--- src/rtl/core/paren_balance_remover_core_defines.svh ---
// Assertion macros used by the parenthesis balancer datapath.
`ifndef PAREN_BALANCE_REMOVER_CORE_DEFINES_SVH
`define PAREN_BALANCE_REMOVER_CORE_DEFINES_SVH

// Same-cycle implication, sampled on clk, disabled while arst_n is low.
`define PBR_ASSERT_NOW(label, ante, cons, msg) \
	label: assert property (@(posedge clk) disable iff (!arst_n) (ante) |-> (cons)) \
		else $error(msg);

// Next-cycle implication, sampled on clk, disabled while arst_n is low.
`define PBR_ASSERT_NEXT(label, ante, cons, msg) \
	label: assert property (@(posedge clk) disable iff (!arst_n) (ante) |=> (cons)) \
		else $error(msg);

`endif

--- src/rtl/core/pbr_pkg.sv ---
// Package with codes, states and control structs of the parenthesis balancer.
`default_nettype none
package pbr_pkg;

	localparam logic [7:0] OPEN_CODE  = 8'h28;
	localparam logic [7:0] CLOSE_CODE = 8'h29;

	typedef enum logic [1:0] {
		S_ACCEPT,
		S_CLEAN,
		S_SCAN,
		S_FLUSH
	} state_t;

	// Commands from the controller to the datapath.
	typedef struct packed {
		logic absorb;
		logic pop;
		logic scan;
		logic flush;
	} cmd_t;

	// Status from the datapath to the controller.
	typedef struct packed {
		logic stack_empty;
		logic pop_pend;
		logic scan_done;
		logic out_free;
	} status_t;

endpackage
`default_nettype wire

--- src/rtl/core/pbr_in_if.sv ---
// Input channel interface: one string byte per request.
`default_nettype none
interface pbr_in_if;
	logic       valid;
	logic       ready;
	logic [7:0] char_code;
	logic       last_char;

	modport source (output valid, output char_code, output last_char, input ready);
	modport sink   (input valid, input char_code, input last_char, output ready);
endinterface
`default_nettype wire

--- src/rtl/core/pbr_out_if.sv ---
// Result channel interface: one kept byte per request.
`default_nettype none
interface pbr_out_if;
	logic       valid;
	logic       ready;
	logic [7:0] out_char;
	logic       out_valid;
	logic       out_last;
	logic       overflow;

	modport source (output valid, output out_char, output out_valid, output out_last,
		output overflow, input ready);
	modport sink   (input valid, input out_char, input out_valid, input out_last,
		input overflow, output ready);
endinterface
`default_nettype wire

--- src/rtl/core/pbr_ctrl.sv ---
// Controller state machine of the parenthesis balancer.
`default_nettype none
module pbr_ctrl (
	input  wire logic            clk,
	input  wire logic            arst_n,
	input  wire logic            valid,
	input  wire logic            last_char,
	output logic                 ready,
	input  wire pbr_pkg::status_t sts,
	output pbr_pkg::cmd_t        cmd
);
	import pbr_pkg::*;

	state_t state_q;
	state_t state_d;

	always_ff @(posedge clk or negedge arst_n) begin
		if (!arst_n) begin
			state_q <= S_ACCEPT;
		end else begin
			state_q <= state_d;
		end
	end

	always_comb begin
		state_d = state_q;
		unique case (state_q)
			S_ACCEPT: begin
				if (valid && last_char) state_d = S_CLEAN;
			end
			S_CLEAN: begin
				if (sts.stack_empty && !sts.pop_pend) state_d = S_SCAN;
			end
			S_SCAN: begin
				if (sts.scan_done) state_d = S_FLUSH;
			end
			S_FLUSH: begin
				if (sts.out_free) state_d = S_ACCEPT;
			end
			default: state_d = S_ACCEPT;
		endcase
	end

	always_comb begin
		ready      = 1'b0;
		cmd        = '0;
		unique case (state_q)
			S_ACCEPT: begin
				ready      = 1'b1;
				cmd.absorb = valid;
			end
			S_CLEAN: begin
				cmd.pop = !sts.stack_empty;
			end
			S_SCAN: begin
				cmd.scan = 1'b1;
			end
			S_FLUSH: begin
				cmd.flush = sts.out_free;
			end
			default: begin
				ready = 1'b0;
			end
		endcase
	end

endmodule
`default_nettype wire

--- src/rtl/core/pbr_dp.sv ---
// Datapath of the parenthesis balancer: buffers, open stack and result stages.
`default_nettype none
`include "paren_balance_remover_core_defines.svh"
module pbr_dp #(
	parameter int MAX_LEN = 64
) (
	input  wire logic             clk,
	input  wire logic             arst_n,
	input  wire pbr_pkg::cmd_t    cmd,
	output pbr_pkg::status_t      sts,
	input  wire logic [7:0]       char_code,
	input  wire logic             item_ready,
	output logic                  item_valid,
	output logic [7:0]            out_char,
	output logic                  out_valid,
	output logic                  out_last,
	output logic                  overflow
);
	import pbr_pkg::*;

	localparam int AW = (MAX_LEN > 1) ? $clog2(MAX_LEN) : 1;
	localparam int CW = $clog2(MAX_LEN + 1);

	logic [7:0]    char_mem  [MAX_LEN];
	logic          keep_mem  [MAX_LEN];
	logic [AW-1:0] stack_mem [MAX_LEN];

	logic [CW-1:0] count_q;
	logic [CW-1:0] depth_q;
	logic [CW-1:0] idx_q;
	logic          ovf_q;

	logic          pend_s1;
	logic [AW-1:0] stack_rd_s1;

	logic          vld_s1;
	logic [7:0]    chr_s1;
	logic          keep_s1;

	logic          held_vld_q;
	logic [7:0]    held_chr_q;

	logic          out_vld_q;
	logic [7:0]    out_chr_q;
	logic          out_ok_q;
	logic          out_last_q;
	logic          out_ovf_q;

	logic          full;
	logic          store;
	logic          is_open;
	logic          is_close;
	logic          push;
	logic          pop_close;
	logic          keep_new;
	logic [CW-1:0] depth_dec;
	logic [AW-1:0] pos;
	logic          out_free;
	logic          rd_en;
	logic          s1_take;
	logic          out_load;

	assign full      = (count_q == CW'(MAX_LEN));
	assign store     = cmd.absorb && !full;
	assign is_open   = (char_code == OPEN_CODE);
	assign is_close  = (char_code == CLOSE_CODE);
	assign push      = store && is_open && (depth_q != CW'(MAX_LEN));
	assign pop_close = store && is_close && (depth_q != '0);
	assign keep_new  = !(is_close && (depth_q == '0));
	assign depth_dec = depth_q - CW'(1);
	assign pos       = count_q[AW-1:0];

	assign out_free = !out_vld_q || item_ready;
	assign s1_take  = vld_s1 && (!keep_s1 || !held_vld_q || out_free);
	assign rd_en    = cmd.scan && (idx_q != count_q) && (!vld_s1 || s1_take);
	assign out_load = (s1_take && keep_s1 && held_vld_q) || cmd.flush;

	// Memory writes.
	always_ff @(posedge clk) begin
		if (store) begin
			char_mem[pos] <= char_code;
		end
	end

	always_ff @(posedge clk) begin
		if (store) begin
			keep_mem[pos] <= keep_new;
		end else if (pend_s1) begin
			keep_mem[stack_rd_s1] <= 1'b0;
		end
	end

	always_ff @(posedge clk) begin
		if (push) begin
			stack_mem[depth_q[AW-1:0]] <= pos;
		end
	end

	// Registered memory reads.
	always_ff @(posedge clk) begin
		if (cmd.pop) begin
			stack_rd_s1 <= stack_mem[depth_dec[AW-1:0]];
		end
		if (rd_en) begin
			chr_s1  <= char_mem[idx_q[AW-1:0]];
			keep_s1 <= keep_mem[idx_q[AW-1:0]];
		end
	end

	// Control registers.
	always_ff @(posedge clk or negedge arst_n) begin
		if (!arst_n) begin
			count_q    <= '0;
			depth_q    <= '0;
			idx_q      <= '0;
			ovf_q      <= 1'b0;
			pend_s1    <= 1'b0;
			vld_s1     <= 1'b0;
			held_vld_q <= 1'b0;
			out_vld_q  <= 1'b0;
		end else begin
			pend_s1 <= cmd.pop;
			if (cmd.flush) begin
				count_q <= '0;
				depth_q <= '0;
				idx_q   <= '0;
				ovf_q   <= 1'b0;
			end else begin
				if (store) count_q <= count_q + CW'(1);
				if (cmd.absorb && full) ovf_q <= 1'b1;
				if (push) begin
					depth_q <= depth_q + CW'(1);
				end else if (pop_close || cmd.pop) begin
					depth_q <= depth_dec;
				end
				if (rd_en) idx_q <= idx_q + CW'(1);
			end

			if (rd_en) begin
				vld_s1 <= 1'b1;
			end else if (s1_take) begin
				vld_s1 <= 1'b0;
			end

			if (cmd.flush) begin
				held_vld_q <= 1'b0;
			end else if (s1_take && keep_s1) begin
				held_vld_q <= 1'b1;
			end

			if (out_load) begin
				out_vld_q <= 1'b1;
			end else if (item_ready) begin
				out_vld_q <= 1'b0;
			end
		end
	end

	// Payload registers.
	always_ff @(posedge clk) begin
		if (s1_take && keep_s1) begin
			held_chr_q <= chr_s1;
		end
		if (cmd.flush) begin
			out_chr_q  <= held_vld_q ? held_chr_q : 8'h00;
			out_ok_q   <= held_vld_q;
			out_last_q <= 1'b1;
			out_ovf_q  <= ovf_q;
		end else if (out_load) begin
			out_chr_q  <= held_chr_q;
			out_ok_q   <= 1'b1;
			out_last_q <= 1'b0;
			out_ovf_q  <= ovf_q;
		end
	end

	assign sts.stack_empty = (depth_q == '0);
	assign sts.pop_pend    = pend_s1;
	assign sts.scan_done   = (idx_q == count_q) && !vld_s1;
	assign sts.out_free    = out_free;

	assign item_valid = out_vld_q;
	assign out_char   = out_chr_q;
	assign out_valid  = out_ok_q;
	assign out_last   = out_last_q;
	assign overflow   = out_ovf_q;

	`PBR_ASSERT_NOW(a_depth_le_count, 1'b1, depth_q <= count_q, "stack deeper than string")
	`PBR_ASSERT_NOW(a_load_free, out_load, out_free, "result register overwritten")
	`PBR_ASSERT_NOW(a_clean_no_absorb, pend_s1, !cmd.absorb, "clean-up write meets new byte")
	`PBR_ASSERT_NEXT(a_flush_scan_done, cmd.flush && !item_ready, out_vld_q && out_last_q,
		"final result not held")

endmodule
`default_nettype wire

--- src/rtl/core/paren_balance_remover_core.sv ---
// Top level of the parenthesis balancer: controller and datapath joined.
// Usage:
//   The block takes a string on the text channel, one byte per request, with
//   last_char set on the final byte. It drops every ')' that has no matching
//   '(' and every '(' left unmatched at the end, and sends the remaining bytes
//   in order on the result channel, with out_last set on the final one.
//   An empty result is sent as one request with out_valid low and out_last high.
//   Strings longer than MAX_LEN bytes are cut: the extra bytes are dropped and
//   overflow is high on every result request of that string.
// Sequence:
//   Each byte is taken as soon as it is offered. After the final byte the
//   clean-up pass pops the open stack, one unmatched open at a time; the
//   buffer is then scanned one entry per cycle through its single read port,
//   except while the receiver holds back a full result register, and the
//   final request is then loaded. The text channel is not ready from
//   clean-up until that request is loaded, which waits for a free result slot.
// Reset and stalls:
//   arst_n clears the counters, the stack depth and the handshake valid flags;
//   stored bytes need no clearing. When the receiver stalls, the scan stops and
//   every result is held in its register; nothing is lost or repeated.
`default_nettype none
module paren_balance_remover_core #(
	parameter int MAX_LEN = 64
) (
	input  wire logic clk,
	input  wire logic arst_n,
	pbr_in_if.sink    text,
	pbr_out_if.source result
);
	import pbr_pkg::*;

	cmd_t    cmd;
	status_t sts;

	// The controller sequences absorb, clean-up, scan and final flush.
	pbr_ctrl u_ctrl (
		.clk       (clk),
		.arst_n    (arst_n),
		.valid     (text.valid),
		.last_char (text.last_char),
		.ready     (text.ready),
		.sts       (sts),
		.cmd       (cmd)
	);

	// The datapath holds the buffers, the open stack and the result stages.
	pbr_dp #(
		.MAX_LEN (MAX_LEN)
	) u_dp (
		.clk        (clk),
		.arst_n     (arst_n),
		.cmd        (cmd),
		.sts        (sts),
		.char_code  (text.char_code),
		.item_ready (result.ready),
		.item_valid (result.valid),
		.out_char   (result.out_char),
		.out_valid  (result.out_valid),
		.out_last   (result.out_last),
		.overflow   (result.overflow)
	);

endmodule
`default_nettype wire
--- src/flat_wrapper.sv ---
// flat-port wrapper written by rule: the top's interface ports become plain ports
module paren_balance_remover_core_flat import pbr_pkg::*;
#(
	parameter int MAX_LEN = 64
)
  (clk, arst_n, text_valid, text_char_code, text_last_char, text_ready, result_valid, result_out_char, result_out_valid, result_out_last, result_overflow, result_ready);
  pbr_in_if text_i ();
  pbr_out_if result_i ();
  input  wire logic clk;
  input  wire logic arst_n;
  input wire logic [$bits(text_i.valid)-1:0] text_valid;
  input wire logic [$bits(text_i.char_code)-1:0] text_char_code;
  input wire logic [$bits(text_i.last_char)-1:0] text_last_char;
  output wire logic [$bits(text_i.ready)-1:0] text_ready;
  output wire logic [$bits(result_i.valid)-1:0] result_valid;
  output wire logic [$bits(result_i.out_char)-1:0] result_out_char;
  output wire logic [$bits(result_i.out_valid)-1:0] result_out_valid;
  output wire logic [$bits(result_i.out_last)-1:0] result_out_last;
  output wire logic [$bits(result_i.overflow)-1:0] result_overflow;
  input wire logic [$bits(result_i.ready)-1:0] result_ready;
  assign text_i.valid = text_valid;
  assign text_i.char_code = text_char_code;
  assign text_i.last_char = text_last_char;
  assign text_ready = text_i.ready;
  assign result_valid = result_i.valid;
  assign result_out_char = result_i.out_char;
  assign result_out_valid = result_i.out_valid;
  assign result_out_last = result_i.out_last;
  assign result_overflow = result_i.overflow;
  assign result_i.ready = result_ready;
  paren_balance_remover_core #(.MAX_LEN(MAX_LEN)) u_core (.clk(clk), .arst_n(arst_n), .text(text_i), .result(result_i));
endmodule
--- config.mk ---
export PLATFORM = sky130hd
export DESIGN_NAME = paren_balance_remover_core_flat
export DESIGN_NICKNAME = d
export VERILOG_FILES = /design/src/rtl/core/pbr_pkg.sv /design/src/rtl/core/pbr_in_if.sv /design/src/rtl/core/pbr_out_if.sv /design/src/rtl/core/pbr_ctrl.sv /design/src/rtl/core/pbr_dp.sv /design/src/rtl/core/paren_balance_remover_core.sv /design/src/flat_wrapper.sv
export VERILOG_INCLUDE_DIRS = /design/src /design/src/rtl/core
export SDC_FILE = /design/constraint.sdc
export NUM_CORES = 1
export LEC_CHECK = 0
export ABC_CLOCK_PERIOD_IN_PS = 6800
export BUFFER_PORTS_ARGS = -buffer_cell sky130_fd_sc_hd__buf_2
export CORE_MARGIN = 4
export CORE_UTILIZATION = 38
export CTS_BUF_LIST = sky130_fd_sc_hd__clkbuf_8
export CTS_CLUSTER_SIZE = 12
export DETAILED_ROUTE_END_ITERATION = 8
export PLACE_DENSITY_LB_ADDON = 0.12
export SKIP_LAST_GASP = 1
export SYNTH_ARGS = -nofsm -noshare
export SYNTH_HDL_FRONTEND = slang
export SYNTH_HIERARCHICAL = 1
export SYNTH_SLANG_ARGS = --single-unit
--- constraint.sdc ---
create_clock -name clk -period 6.8 [get_ports clk]
set_clock_uncertainty 0.15 [all_clocks]
set_input_delay 0.34 -clock clk [delete_from_list [all_inputs] [get_ports clk]]
set_output_delay 0.34 -clock clk [all_outputs]
set_load 0.02 [all_outputs]
# Yosys cells after proc, flatten, opt, wreduce, memory -nomap -nowiden
# Memories as Yosys holds them, arrays and structs flattened. A register that Yosys moved wholly into a read port is not among the register bits.
# Cells that the tools add are included.
# totals
reg_bits	47
ramBits	960
in_bits	13
out_inout_bits	13
memories	3
# classes
n_addsub	4
eq_ne	13
mux	42
reduce_logical	42
# memory_table
name	words	width	read_ports	rd_ports_with_merged_regs	write_ports	line	source
u_core.u_dp.char_mem	64	8	1	1	1	pbr_dp.sv:24	logic [7:0] char_mem [MAX_LEN];
u_core.u_dp.stack_mem	64	6	1	1	1	pbr_dp.sv:26	logic [AW-1:0] stack_mem [MAX_LEN];
u_core.u_dp.keep_mem	64	1	1	1	1	pbr_dp.sv:25	logic keep_mem [MAX_LEN];
# op_table
operator	count
7-bit 2-to-1 mux	7
1-bit 2-to-1 mux	26
8-bit 2-to-1 mux	3
7-bit by 1-bit adder with 7-bit output, second input constant	3
8-bit by 6-bit equality test with 1-bit output, second input constant	2
1-bit logical AND	15
2-bit nonzero test	7
1-bit logical NOT	8
2-bit 2-to-1 mux	4
2-bit one-hot mux with 4 select lines	1
7-bit equality test	1
7-bit equality test, second input constant	1
7-bit logical NOT	1
7-bit != test	1
7-bit != test, second input constant	1
7-bit nonzero test	1
7-bit by 1-bit subtractor with 7-bit output, second input constant	1
1-bit logical OR	6
6-bit 2-to-1 mux	1
2-bit != test, second input constant	3
2-bit equality test, second input constant	2
4-bit AND reduction	1
3-bit nonzero test	1
2-bit by 1-bit equality test with 1-bit output, second input constant	1
other kinds (3)	3

# Logic depth before layout (Yosys ltp)
# Gate-level depths: netlist of the first run.
# depth
depth_word	9
depth_mapped	13

# Modules after synthesis
# Netlist of the first run, hierarchy kept.
# modules_own_cells
module	instances	cells_per_inst	area_each_um2	seq_area_each_um2
pbr_dp	1	2071	40620.2	30489.2
pbr_ctrl	1	20	240.2	50.0

# Least setup slack after synthesis of the first run
# No wires, ideal clock.
# synth_path
kind	register -> register
start	register u_core.u_dp.count_q[0]
end	memory u_core.u_dp.keep_mem[0], data pin
setup_ns	0.588
t_arrival_ns	4.268
required_ns	6.062
slack_ns	1.794
stages_incl_launch_ff	10
period_less_slack_ns	5.006
path_cell_list	dfrtp_1 -> clkbuf_1 -> inv_1 -> ha_1 -> nand2_1 -> o31ai_4 -> buf_4 -> and2_1 -> buf_4 -> a31oi_1
# synth_between
elab_chain_len	7
# synth_lines
element	line	source
start: declaration	pbr_dp.sv:28	logic [CW-1:0] count_q;
start signal: assignment	pbr_dp.sv:129	if (store) count_q <= count_q + CW'(1);
7-bit equality test	pbr_dp.sv:63	assign full = (count_q == CW'(MAX_LEN));
1-bit logical NOT	pbr_dp.sv:64	assign store = cmd.absorb && !full;
1-bit logical AND	pbr_dp.sv:64	
1-bit 2-to-1 mux	pbr_dp.sv:86	if (store) begin
1-bit 2-to-1 mux (not written as such)	pbr_dp.sv:89	keep_mem[stack_rd_s1] <= 1'b0;
1-bit OR reduction (no line)	--	
1-bit 2-to-1 mux (no line)	--	
end: declaration	pbr_dp.sv:25	
# Every way passes these cells.

# Final worst setup path of the first run
# layout_path
start	register u_core.u_dp.count_q[4]
end	memory u_core.u_dp.char_mem[30][5] (enable)
# layout_between
elab_chain_len	5
# layout_lines
element	line	source
7-bit equality test	pbr_dp.sv:63	
1-bit logical NOT	pbr_dp.sv:64	
1-bit logical AND	pbr_dp.sv:64	
1-bit 2-to-1 mux	pbr_dp.sv:80	if (store) begin
1-bit 2-to-1 mux (not written as such)	pbr_dp.sv:81	char_mem[pos] <= char_code;
end: declaration	pbr_dp.sv:24	
# Parallel ways exist; a longest one is shown, timed or not.

==> results of run 1 <==
[registers in the layout (all words and copies together), names as in the netlist, 6 cells and up]
signal and cells:
u_core/u_dp/char_mem 512, u_core/u_dp/chr_s1 8, u_core/u_dp/count_q 7, u_core/u_dp/depth_q 7, u_core/u_dp/held_chr_q 8, u_core/u_dp/idx_q 7
u_core/u_dp/keep_mem 64, u_core/u_dp/out_char 8, u_core/u_dp/stack_mem 384, u_core/u_dp/stack_rd_s1 6
[cells by family (layout without fill, tap and decap cells)]
kind of cell	after synthesis	in the layout	share of synthesized area
simple gates	507	507	0.0561
xor+xnor	25	25	0.00536
fa+ha+maj	11	11	0.00337
flops	1022	1022	0.747
buf+inv	133	396	0.0140
mux	293	293	0.154
other cells	0	2	0
compound gates	100	100	0.0195
[final timing paths]
path / to / slack [ps] / from
worst max-delay path: u_core/u_dp/char_mem[30][5]$_DFFE_PP_ / 2790 / u_core/u_dp/count_q[4]$_DFFE_PN0P_
worst min-delay path: u_core/u_dp/char_mem[53][4]$_DFFE_PP_ / 90 / text_char_code[4]
worst max register to register: u_core/u_dp/char_mem[30][5]$_DFFE_PP_ / 2790 / u_core/u_dp/count_q[4]$_DFFE_PN0P_
worst min register to register: u_core/u_dp/held_chr_q[3]$_DFFE_PP_ / 270 / u_core/u_dp/chr_s1[3]$_DFFE_PP_
max in group asynchronous: u_core/u_dp/depth_q[0]$_DFFE_PN0P_ / 5890 / arst_n
min in group asynchronous: u_core/u_dp/held_vld_q$_DFFE_PN0P_ / 390 / arst_n
[metrics by stage]
| stage | std cells | utilization | power (µW) | hold slack (ps) | cell area [µm²] |
|---|---|---|---|---|---|
| after global placement | 3437 | 0.399 | 12700 | 257 | 42600 |
| after floorplan | 2091 | - | 11000 | -106 | 40900 |
| final | 3759 | 0.429 | 17600 | 86.0 | 45900 |
| after global routing | 3758 | 0.429 | 18500 | 47.9 | 45900 |
| after CTS | 3757 | 0.429 | 17900 | 37.9 | 45900 |
| after detailed placement | 3437 | 0.399 | 12800 | 255 | 42600 |
[final cells by class]
type                            instances  area share
Sequential cell                      1022       0.666
Multi-Input combinational cell        936       0.214
Clock buffer                          178      0.0534
Tap cell                             1403      0.0383
Clock inverter                        131      0.0152
Timing Repair Buffer                   73      0.0122
Inverter                               14     0.00115
Antenna cell                            2    0.000109
[per-layer routing]
layer	wire [µm]	track usage	vias up	share of wire
met4	2110	0.0495	0	0.021
met1	44700	0.257	10800	0.44
met5	0	0	-	0
met2	48300	0.287	624	0.48
met3	6320	0.0433	164	0.062
li1	-	-	8705	-
[power by group]
group	switching, µW	total, µW	internal [µW]
sequential	210	7470	7260
combinational	3060	5080	2030
clock	2470	5030	2560
[repair_timing]
action,in CTS,in global routing
resized for setup,0,0
endpoints found under the hold margin,79,0
hold buffers,11,0
[cell usage after synthesis (all sizes together), types with 17 or more instances]
master    n
a22oi    17
a31oi    19
buf      58
clkbuf   61
dfrtp    28
edfxtp  993
mux2i    18
mux4    268
nand2   153
nand3    35
nor2    236
xor2     17
[worst reg2reg max path, delay by kind of cell (launching register included)]
family          cells  cell delay (ps)
simple gates        4             2410
flops               1              340
compound gates      1              160
buf+inv             1              580
==> metrics.txt, run 1 <==
status=finished, final reports clean; setup bufs post-CTS=0; Power per Cell Area=383 nW/µm²; Post-Route WL=101000 µm; number of max-cap violations=0; mapped cell area=40900 µm²; Hold Vio Cnt, Final=0; clock-pin slew on the worst setup and hold paths=approximately 60 ps; initial core utilization=0.382; Vias/cell=5.40; initial antenna violation count=2; first-pass GRT wire length=148000 µm; commonest non-fill, non-tap cells in the layout=edfxtp_1 (993), mux4_2 (268), nor2_1 (236), clkbuf_8 (178), nand2_1 (147); die width=336 µm; Core ar.=107000 µm²; vias=20.3k; WP data required=7100 ps; Post-synth EDFFs=around 990; die area=113000 µm²; period utilisation layout=0.589; relative slew slack=0.174; Final HPWL DP=approximately 60000 µm; syn nets=2115; actual slew at the worst max-slew pin=1240 ps; top cell type's share of synthesized area=0.730; layout cell share with drive strength beyond 1=0.254; Port-buffer cells=25; most frequent CP cell=nor2_1; GRT Resource Usage Total=0.182; setup tns final=0 ps; RSZ-0062 raised after global routing=false; CP startpoint kind=register; Crit path arrival time=roughly 4300 ps; ys flop type=edfxtp_1; number of I/O pins=26; setup ws final=2790 ps; critical path peak fanout=74; Lkg Pwr=0.0144 µW; Critical Path Stages=6; syn_area_per_cell=19.5 µm²; CTS buffer count=between 150 and 200; vias in the first global route=21.2k; critical path type=reg2reg; area of the multi-input gates=9800 µm²; Rows=120; CP max-delay cell=nor2_1; register area share after synthesis=0.747; iteration-0 DRC count of the detailed router=1892; Critical Path End Type=register; top cells by area, synth=edfxtp_1 (73%), mux4_2 (15%), nor2_1 (2.2%), dfrtp_1 (1.7%), nand2_1 (1.4%); slowest stage delay, CP=970 ps; synth warn=6; Peak Freq=between 200 and 250 MHz; Hold Path Depth=2; Cells after Synth=2091; GRT overflow=0; WP buf/inv=1; minimum clock period=4010 ps; max-slew violation count=0; Die Height=336 µm; CTS tree=done; DP Worst Slack=2740 ps; htree depth=4; CTS root buffer=clkbuf_8; commonest non-fill, non-tap cell in the layout=edfxtp_1; Top delay family on crit path=simple AND/OR/NAND/NOR gates; Reg area=30600 µm²; largest area contributor in the netlist=edfxtp_1; Final setup viols=0; clk_lat worst skew=850 ps; area grow syn2layout=12.3%; worst-case clock buffer depth=3; # fillers=roughly 9.4k; maximum vdd drop=0.234 mV; largest net degree at the start of global routing=130; worst reg-to-reg path cell count=6; Worst Hold Class=in2reg; Post-DRT Antenna Nets=0; clk sinks=a little over 1k; Synth Register Bits=1022; Routability Congestion=0.758; Avg WL per Cell=approximately 27 µm; Yosys cell types=69; Pre-antenna DRT Iters=7; Post-synth ARST share=0.0274; worst path cell trace=buf_4 -> or3_4 -> o31ai_4 -> nor2_1 -> nand3_1 -> nor2_1; DRC viols=0; fin nets=2243
No activity file was read; power rests on OpenSTA's default activity.
==> run 2: changes to the inputs <==
--- a/config.mk
+++ b/config.mk
@@ -6,7 +6,7 @@
 export SDC_FILE = /design/constraint.sdc
 export NUM_CORES = 1
 export LEC_CHECK = 0
-export ABC_CLOCK_PERIOD_IN_PS = 6800
+export ABC_CLOCK_PERIOD_IN_PS = 4059
 export BUFFER_PORTS_ARGS = -buffer_cell sky130_fd_sc_hd__buf_2
 export CORE_MARGIN = 4
 export CORE_UTILIZATION = 38
==> constraint.sdc (replaced) <==
create_clock -name clk -period 4.06 [get_ports clk]
set_clock_uncertainty 0.15 [all_clocks]
set_input_delay 0.203 -clock clk [delete_from_list [all_inputs] [get_ports clk]]
set_output_delay 0.203 -clock clk [all_outputs]
set_load 0.02 [all_outputs]
==> run 2 against run 1 <==
Compared with the run above:
- maximum frequency grew 4.6%
- cell count grew 1.9%
- first-iteration DRC count shrank 10%
- critical path type unchanged
- wire length grew 0.38%
==> metrics.txt, run 2 (synthesis results as in run 1) <==
status=finished, final reports clean (unchanged); placed instance count=3508 (was 3437); Die Height=336 µm (unchanged); CTS root buffer=clkbuf_8 (unchanged); Largest register FFs=512 (unchanged); WP buf/inv=1 (unchanged); Worst R2R Setup Slack=230 ps (was 2790 ps); relative slew slack=0.180 (was 0.174); maximum vdd drop=0.617 mV (was 0.234 mV); RR Endpoint=u_core/u_dp/char_mem[62][0]$_DFFE_PP_ (was u_core/u_dp/char_mem[30][5]$_DFFE_PP_); worst path cell trace=inv_1 -> ha_1 -> and2_1 -> o31ai_4 -> nor2_1 -> nand3_1 -> nor2_2 (was buf_4 -> or3_4 -> o31ai_4 -> nor2_1 -> nand3_1 -> nor2_1); htree depth=4 (unchanged); layout cell share with drive strength beyond 1=0.278 (was 0.254); CP startpoint kind=register (unchanged); GRT overflow=0 (unchanged); origin of the worst setup path=u_core/u_ctrl/state_q[0]$_DFFE_PN0P_ (was u_core/u_dp/count_q[4]$_DFFE_PN0P_); slowest stage delay, CP=850 ps (was 970 ps); clk sinks=1022 (unchanged); Top delay family on crit path=simple AND/OR/NAND/NOR gates (unchanged); number of I/O pins=26 (unchanged); commonest non-fill, non-tap cells in the layout=edfxtp_1 (993), mux4_2 (268), nor2_1 (234), clkbuf_8 (176), nand2_1 (147) (was edfxtp_1 (993), mux4_2 (268), nor2_1 (236), clkbuf_8 (178), nand2_1 (147)); final core utilization=0.435 (was 0.429); WP data required=4360 ps (was 7100 ps); period utilisation layout=0.943 (was 0.589); worst-case clock buffer depth=3 (unchanged); CTS tree=done (unchanged); Final HPWL DP=62400 µm (was 60200 µm); actual slew at the worst max-slew pin=1230 ps (was 1240 ps); # fillers=9351 (was 9378); Worst Setup EP=u_core/u_dp/char_mem[62][0]$_DFFE_PP_ (was u_core/u_dp/char_mem[30][5]$_DFFE_PP_); DP Worst Slack=92.2 ps (was 2740 ps); initial core utilization=0.382 (unchanged); Peak Freq=261 MHz (was 250 MHz); Post-Route WL=102000 µm (was 101000 µm); Post-DRT Antenna Nets=0 (unchanged); vias in the first global route=21.7k (was 21.2k); die width=336 µm (unchanged); die area=113000 µm² (unchanged); max-slew violation count=0 (unchanged); final std cells w/o fill=3831 (was 3759); Core ar.=107000 µm² (unchanged); Critical Path End Type=register (unchanged); Vias/cell=5.36 (was 5.40); first-pass GRT wire length=150000 µm (was 148000 µm); commonest non-fill, non-tap cell in the layout=edfxtp_1 (unchanged); number of max-cap violations=0 (unchanged); GRT Resource Usage Total=0.183 (was 0.182); area grow syn2layout=13.9% (was 12.3%); Hold Vio Cnt, Final=0 (unchanged); CP max-delay cell=nand3_1 (was nor2_1); critical path type=reg2reg (unchanged); clock-pin slew on the worst setup and hold paths=60 ps (about the same); Lkg Pwr=0.0149 µW (was 0.0144 µW); fin nets=2316 (was 2243); Routability Congestion=0.770 (was 0.758); Pre-antenna DRT Iters=5 (was 7); initial antenna violation count=5 (was 2); RR Startpoint=u_core/u_ctrl/state_q[0]$_DFFE_PN0P_ (was u_core/u_dp/count_q[4]$_DFFE_PN0P_); DRC viols=0 (unchanged); setup ws final=231 ps (was 2790 ps); Port-buffer cells=25 (unchanged); CTS buffer count=170 (was 172); critical path peak fanout=11 (was 74); Critical Path Stages=7 (was 6); minimum clock period=3830 ps (was 4010 ps); largest net degree at the start of global routing=87 (was 130); clk_lat worst skew=830 ps (was 850 ps); Avg WL per Cell=26.6 µm (was 27.0 µm); Pwr Total=29500 µW (was 17600 µW); Power per Cell Area=634 nW/µm² (was 383 nW/µm²); Rows=120 (unchanged); Most flops, register=u_core/u_dp/char_mem (unchanged); vias=20.5k (was 20.3k); RSZ-0062 raised after global routing=false (unchanged); setup tns final=0 ps (unchanged); Worst Hold Class=in2reg (unchanged); worst hold path startpoint=text_char_code[7] (was text_char_code[4]); iteration-0 DRC count of the detailed router=1699 (was 1892); Crit path arrival time=4130 ps (was 4300 ps); worst reg-to-reg path cell count=7 (was 6); Final setup viols=0 (unchanged)
## run 2: cell count changes in the layout (fill, tap and decap cells not counted), sizes merged
cell         change
dlygate4sd3      +4
diode            +2
buf             +71
inv             -10
clkbuf           -2
clkinv           +7
## run 2: area by class of cell
cell class | instances | area [µm²] | share of cell area
clock buffer | 176 | 2420 | 0.0521
timing repair buffer | 148 | 1210 | 0.0260
inverter | 14 | 52.6 | 0.00113
antenna | 4 | 10.0 | 0.000215
multi-input combinational | 936 | 9810 | 0.211
tap | 1403 | 1760 | 0.0377
clock inverter | 128 | 704 | 0.0151
sequential | 1022 | 30600 | 0.657
## run 2: what timing repair did
action	4_1_cts	5_1_grt
hold buffers	15	0
setup endpoints to repair	1	8
setup buffers	0	0
hold endpoints to repair	416	0
gates resized for setup	1	1
## run 2: per-stage QoR
stage | hold slack, ps | area [µm²]
floorplan | -243 | 40900
global placement | 138 | 43200
detailed placement | 145 | 43200
CTS | 77.8 | 46500
global route | 82.4 | 46500
finish | 149 | 46500
## run 2: worst min path at each step
stage / end / slack [ps] / depth (start not counted)
after floorplan: u_core/u_ctrl/state_q[0]$_DFFE_PN0P_ / -240 / 0
after global placement: u_core/u_dp/item_valid$_DFFE_PN0P_ / 140 / 1
after detailed placement: u_core/u_dp/item_valid$_DFFE_PN0P_ / 150 / 1
after CTS: u_core/u_dp/char_mem[54][7]$_DFFE_PP_ / 80 / 2
after global routing: u_core/u_dp/char_mem[54][7]$_DFFE_PP_ / 80 / 2
final: u_core/u_dp/char_mem[54][7]$_DFFE_PP_ / 150 / 2
## run 2: power by group
part	switching (µW)	leakage (µW)	internal [µW]	total, µW
Combinational	5100	0.00374	3510	8610
Sequential	356	0.00932	12200	12500
Clock	4140	0.00180	4250	8380
Total	9600	0.0149	19900	29500
## run 2: per-layer routing
metal | vias up | track usage | part of all wire
met3 | 176 | 0.0403 | 0.061
li1 | 8853 | - | -
met2 | 648 | 0.289 | 0.47
met4 | 0 | 0.0586 | 0.026
met5 | - | 0 | 0
met1 | 10900 | 0.256 | 0.44
==> run 3: changes to the inputs <==
--- a/config.mk
+++ b/config.mk
@@ -13,6 +13,7 @@
 export CTS_BUF_LIST = sky130_fd_sc_hd__clkbuf_8
 export CTS_CLUSTER_SIZE = 12
 export DETAILED_ROUTE_END_ITERATION = 8
+export GPL_TIMING_DRIVEN = 0
 export PLACE_DENSITY_LB_ADDON = 0.12
 export SKIP_LAST_GASP = 1
 export SYNTH_ARGS = -nofsm -noshare
==> run 3 against run 2 <==
Compared with the run above:
- critical path depth rose by 3
- die area did not move
- utilization up 0.23 points
- cell count is 0.21% higher
- critical path type unchanged
==> metrics.txt, run 3 (synthesis results as in run 1) <==
CP startpoint kind=register (unchanged); commonest non-fill, non-tap cell in the layout=edfxtp_1 (unchanged); maximum vdd drop=0.287 mV (was 0.617 mV); die area=113000 µm² (unchanged); vias in the first global route=21.6k (was 21.7k); layout cell share with drive strength beyond 1=0.298 (was 0.278); Final setup viols=0 (unchanged); minimum clock period=3970 ps (was 3830 ps); DP Worst Slack=-1370 ps (was 92.2 ps); worst path cell trace=buf_12 -> clkbuf_1 -> inv_1 -> ha_1 -> nand2_1 -> o31ai_4 -> nor4_4 -> and2b_4 -> nand3_4 -> nor2_1 (was inv_1 -> ha_1 -> and2_1 -> o31ai_4 -> nor2_1 -> nand3_1 -> nor2_2); largest net degree at the start of global routing=72 (was 87); WP buf/inv=3 (was 1); Post-DRT Antenna Nets=0 (unchanged); first-pass GRT wire length=152000 µm (was 150000 µm); WP data required=4340 ps (was 4360 ps); htree depth=4 (unchanged); Peak Freq=252 MHz (was 261 MHz); placed instance count=3525 (was 3508); initial antenna violation count=6 (was 5); Post-Route WL=105000 µm (was 102000 µm); final core utilization=0.437 (was 0.435); Routability Congestion=0.865 (was 0.770); GRT overflow=0 (unchanged); Most flops, register=u_core/u_dp/char_mem (unchanged); max-slew violation count=0 (unchanged); Avg WL per Cell=27.4 µm (was 26.6 µm); vias=20.9k (was 20.5k); number of I/O pins=26 (unchanged); Final Instance Area=46800 µm² (was 46500 µm²); Vias/cell=5.44 (was 5.36); # fillers=9377 (was 9351); final std cells w/o fill=3839 (was 3831); critical path type=reg2reg (unchanged); CTS buffer count=165 (was 170); slowest stage delay, CP=620 ps (was 850 ps); fin nets=2322 (was 2316); Rows=120 (unchanged); Largest register FFs=512 (unchanged); DRC viols=0 (unchanged); worst-case clock buffer depth=3 (unchanged); Hold Vio Cnt, Final=0 (unchanged); Port-buffer cells=25 (unchanged); status=finished, final reports clean (unchanged); commonest non-fill, non-tap cells in the layout=edfxtp_1 (993), mux4_2 (268), clkbuf_8 (172), nand2_1 (144), nor2_1 (129) (was edfxtp_1 (993), mux4_2 (268), nor2_1 (234), clkbuf_8 (176), nand2_1 (147)); clock-pin slew on the worst setup and hold paths=60 ps (about the same); Core ar.=107000 µm² (unchanged); post-placement cell area=42900 µm² (was 43200 µm²); period utilisation layout=0.978 (was 0.943); CP max-delay cell=dfrtp_4 (was nand3_1); CTS tree=done (unchanged); Top delay family on crit path=simple AND/OR/NAND/NOR gates (unchanged); setup ws final=88.5 ps (was 231 ps); Lkg Pwr=0.0146 µW (was 0.0149 µW); Worst R2R Setup Slack=90 ps (was 230 ps); clk_lat worst skew=800 ps (was 830 ps); critical path peak fanout=42 (was 11); RSZ-0062 raised after global routing=true (was false); CTS root buffer=clkbuf_8 (unchanged); die width=336 µm (unchanged); Power per Cell Area=640 nW/µm² (was 634 nW/µm²); initial core utilization=0.382 (unchanged); Die Height=336 µm (unchanged); GRT Resource Usage Total=0.188 (was 0.183); Final HPWL DP=68500 µm (was 62400 µm); area grow syn2layout=14.4% (was 13.9%); clk sinks=1022 (unchanged); Pre-antenna DRT Iters=5 (unchanged); number of max-cap violations=0 (unchanged); iteration-0 DRC count of the detailed router=1974 (was 1699); relative slew slack=0.127 (was 0.180); Worst Hold Class=in2reg (unchanged); Critical Path End Type=register (unchanged); Crit path arrival time=4250 ps (was 4130 ps); actual slew at the worst max-slew pin=1310 ps (was 1230 ps)
==> run 3: changes by cell type in the layout (fill, tap and decap cells not counted), sizes merged <==
cell,previous run,this run
clkinvlp,3,4
clkinv,59,61
clkbuf,176,231
buf,134,93
diode,4,5
inv,77,73
bufinv,3,4
dlygate4sd3,14,7
==> run 3: final timing paths <==
path                                                     from                                endpoint  cells after the start
setup reg to reg           u_core/u_dp/count_q[1]$_DFFE_PN0P_  u_core/u_dp/stack_mem[27][5]$_DFFE_PP_                     10
setup / recovery           u_core/u_dp/count_q[1]$_DFFE_PN0P_  u_core/u_dp/stack_mem[27][5]$_DFFE_PP_                     10
hold / removal                              text_char_code[4]   u_core/u_dp/char_mem[28][4]$_DFFE_PP_                      1
hold reg to reg               u_core/u_dp/chr_s1[0]$_DFFE_PP_     u_core/u_dp/held_chr_q[0]$_DFFE_PP_                      0
max in group asynchronous                              arst_n      u_core/u_dp/count_q[1]$_DFFE_PN0P_                      4
min in group asynchronous                              arst_n      u_core/u_dp/item_valid$_DFFE_PN0P_                      4
==> run 3: repair_timing <==
action / 4_1_cts / 5_1_grt
pin swaps: 0 / 1
gates resized for setup: 105 / 97
setup endpoints to repair: 905 / 808
cloned: 0 / 0
buffers inserted: 0 / 3
hold buffers: 7 / 1
hold endpoints to repair: 34 / 64
==> run 3: per-layer routing <==
| metal | up-vias | track usage | share of wire | routed length (µm) |
|---|---|---|---|---|
| met4 | 0 | 0.0542 | 0.023 | 2430 |
| met3 | 160 | 0.0501 | 0.070 | 7380 |
| met1 | 11200 | 0.262 | 0.44 | 45800 |
| li1 | 8894 | - | - | - |
| met2 | 660 | 0.293 | 0.47 | 49400 |
| met5 | - | 0 | 0 | 0 |
==> run 3: metrics by stage <==
stage | setup TNS, ps | hold WS, ps | power, µW
after floorplan | 0 | -243 | 18300
after global placement | -1243210 | 148 | 21600
after detailed placement | -331810 | 153 | 21700
after CTS | -86500 | 28.2 | 30100
after global routing | -3880 | 56.4 | 31300
final | 0 | 65.9 | 29900
==> run 3: area by class of cell <==
class | count | area, µm² | share of cell area
Antenna cell | 5 | 12.5 | 0.000268
Buffer | 116 | 548 | 0.0117
Clock buffer | 172 | 2370 | 0.0506
Clock inverter | 128 | 684 | 0.0146
Inverter | 14 | 52.6 | 0.00112
Multi-Input combinational cell | 936 | 10400 | 0.223
Sequential cell | 1022 | 30600 | 0.653
Tap cell | 1403 | 1760 | 0.0375
Timing Repair Buffer | 43 | 388 | 0.00829
==> run 3: where the power goes <==
part	leakage, µW	switching (µW)	internal, µW	total [µW]
logic	0.00354	5740	3530	9270
clock network	0.00174	4030	4200	8240
registers	0.00933	271	12200	12400
total	0.0146	10000	19900	29900
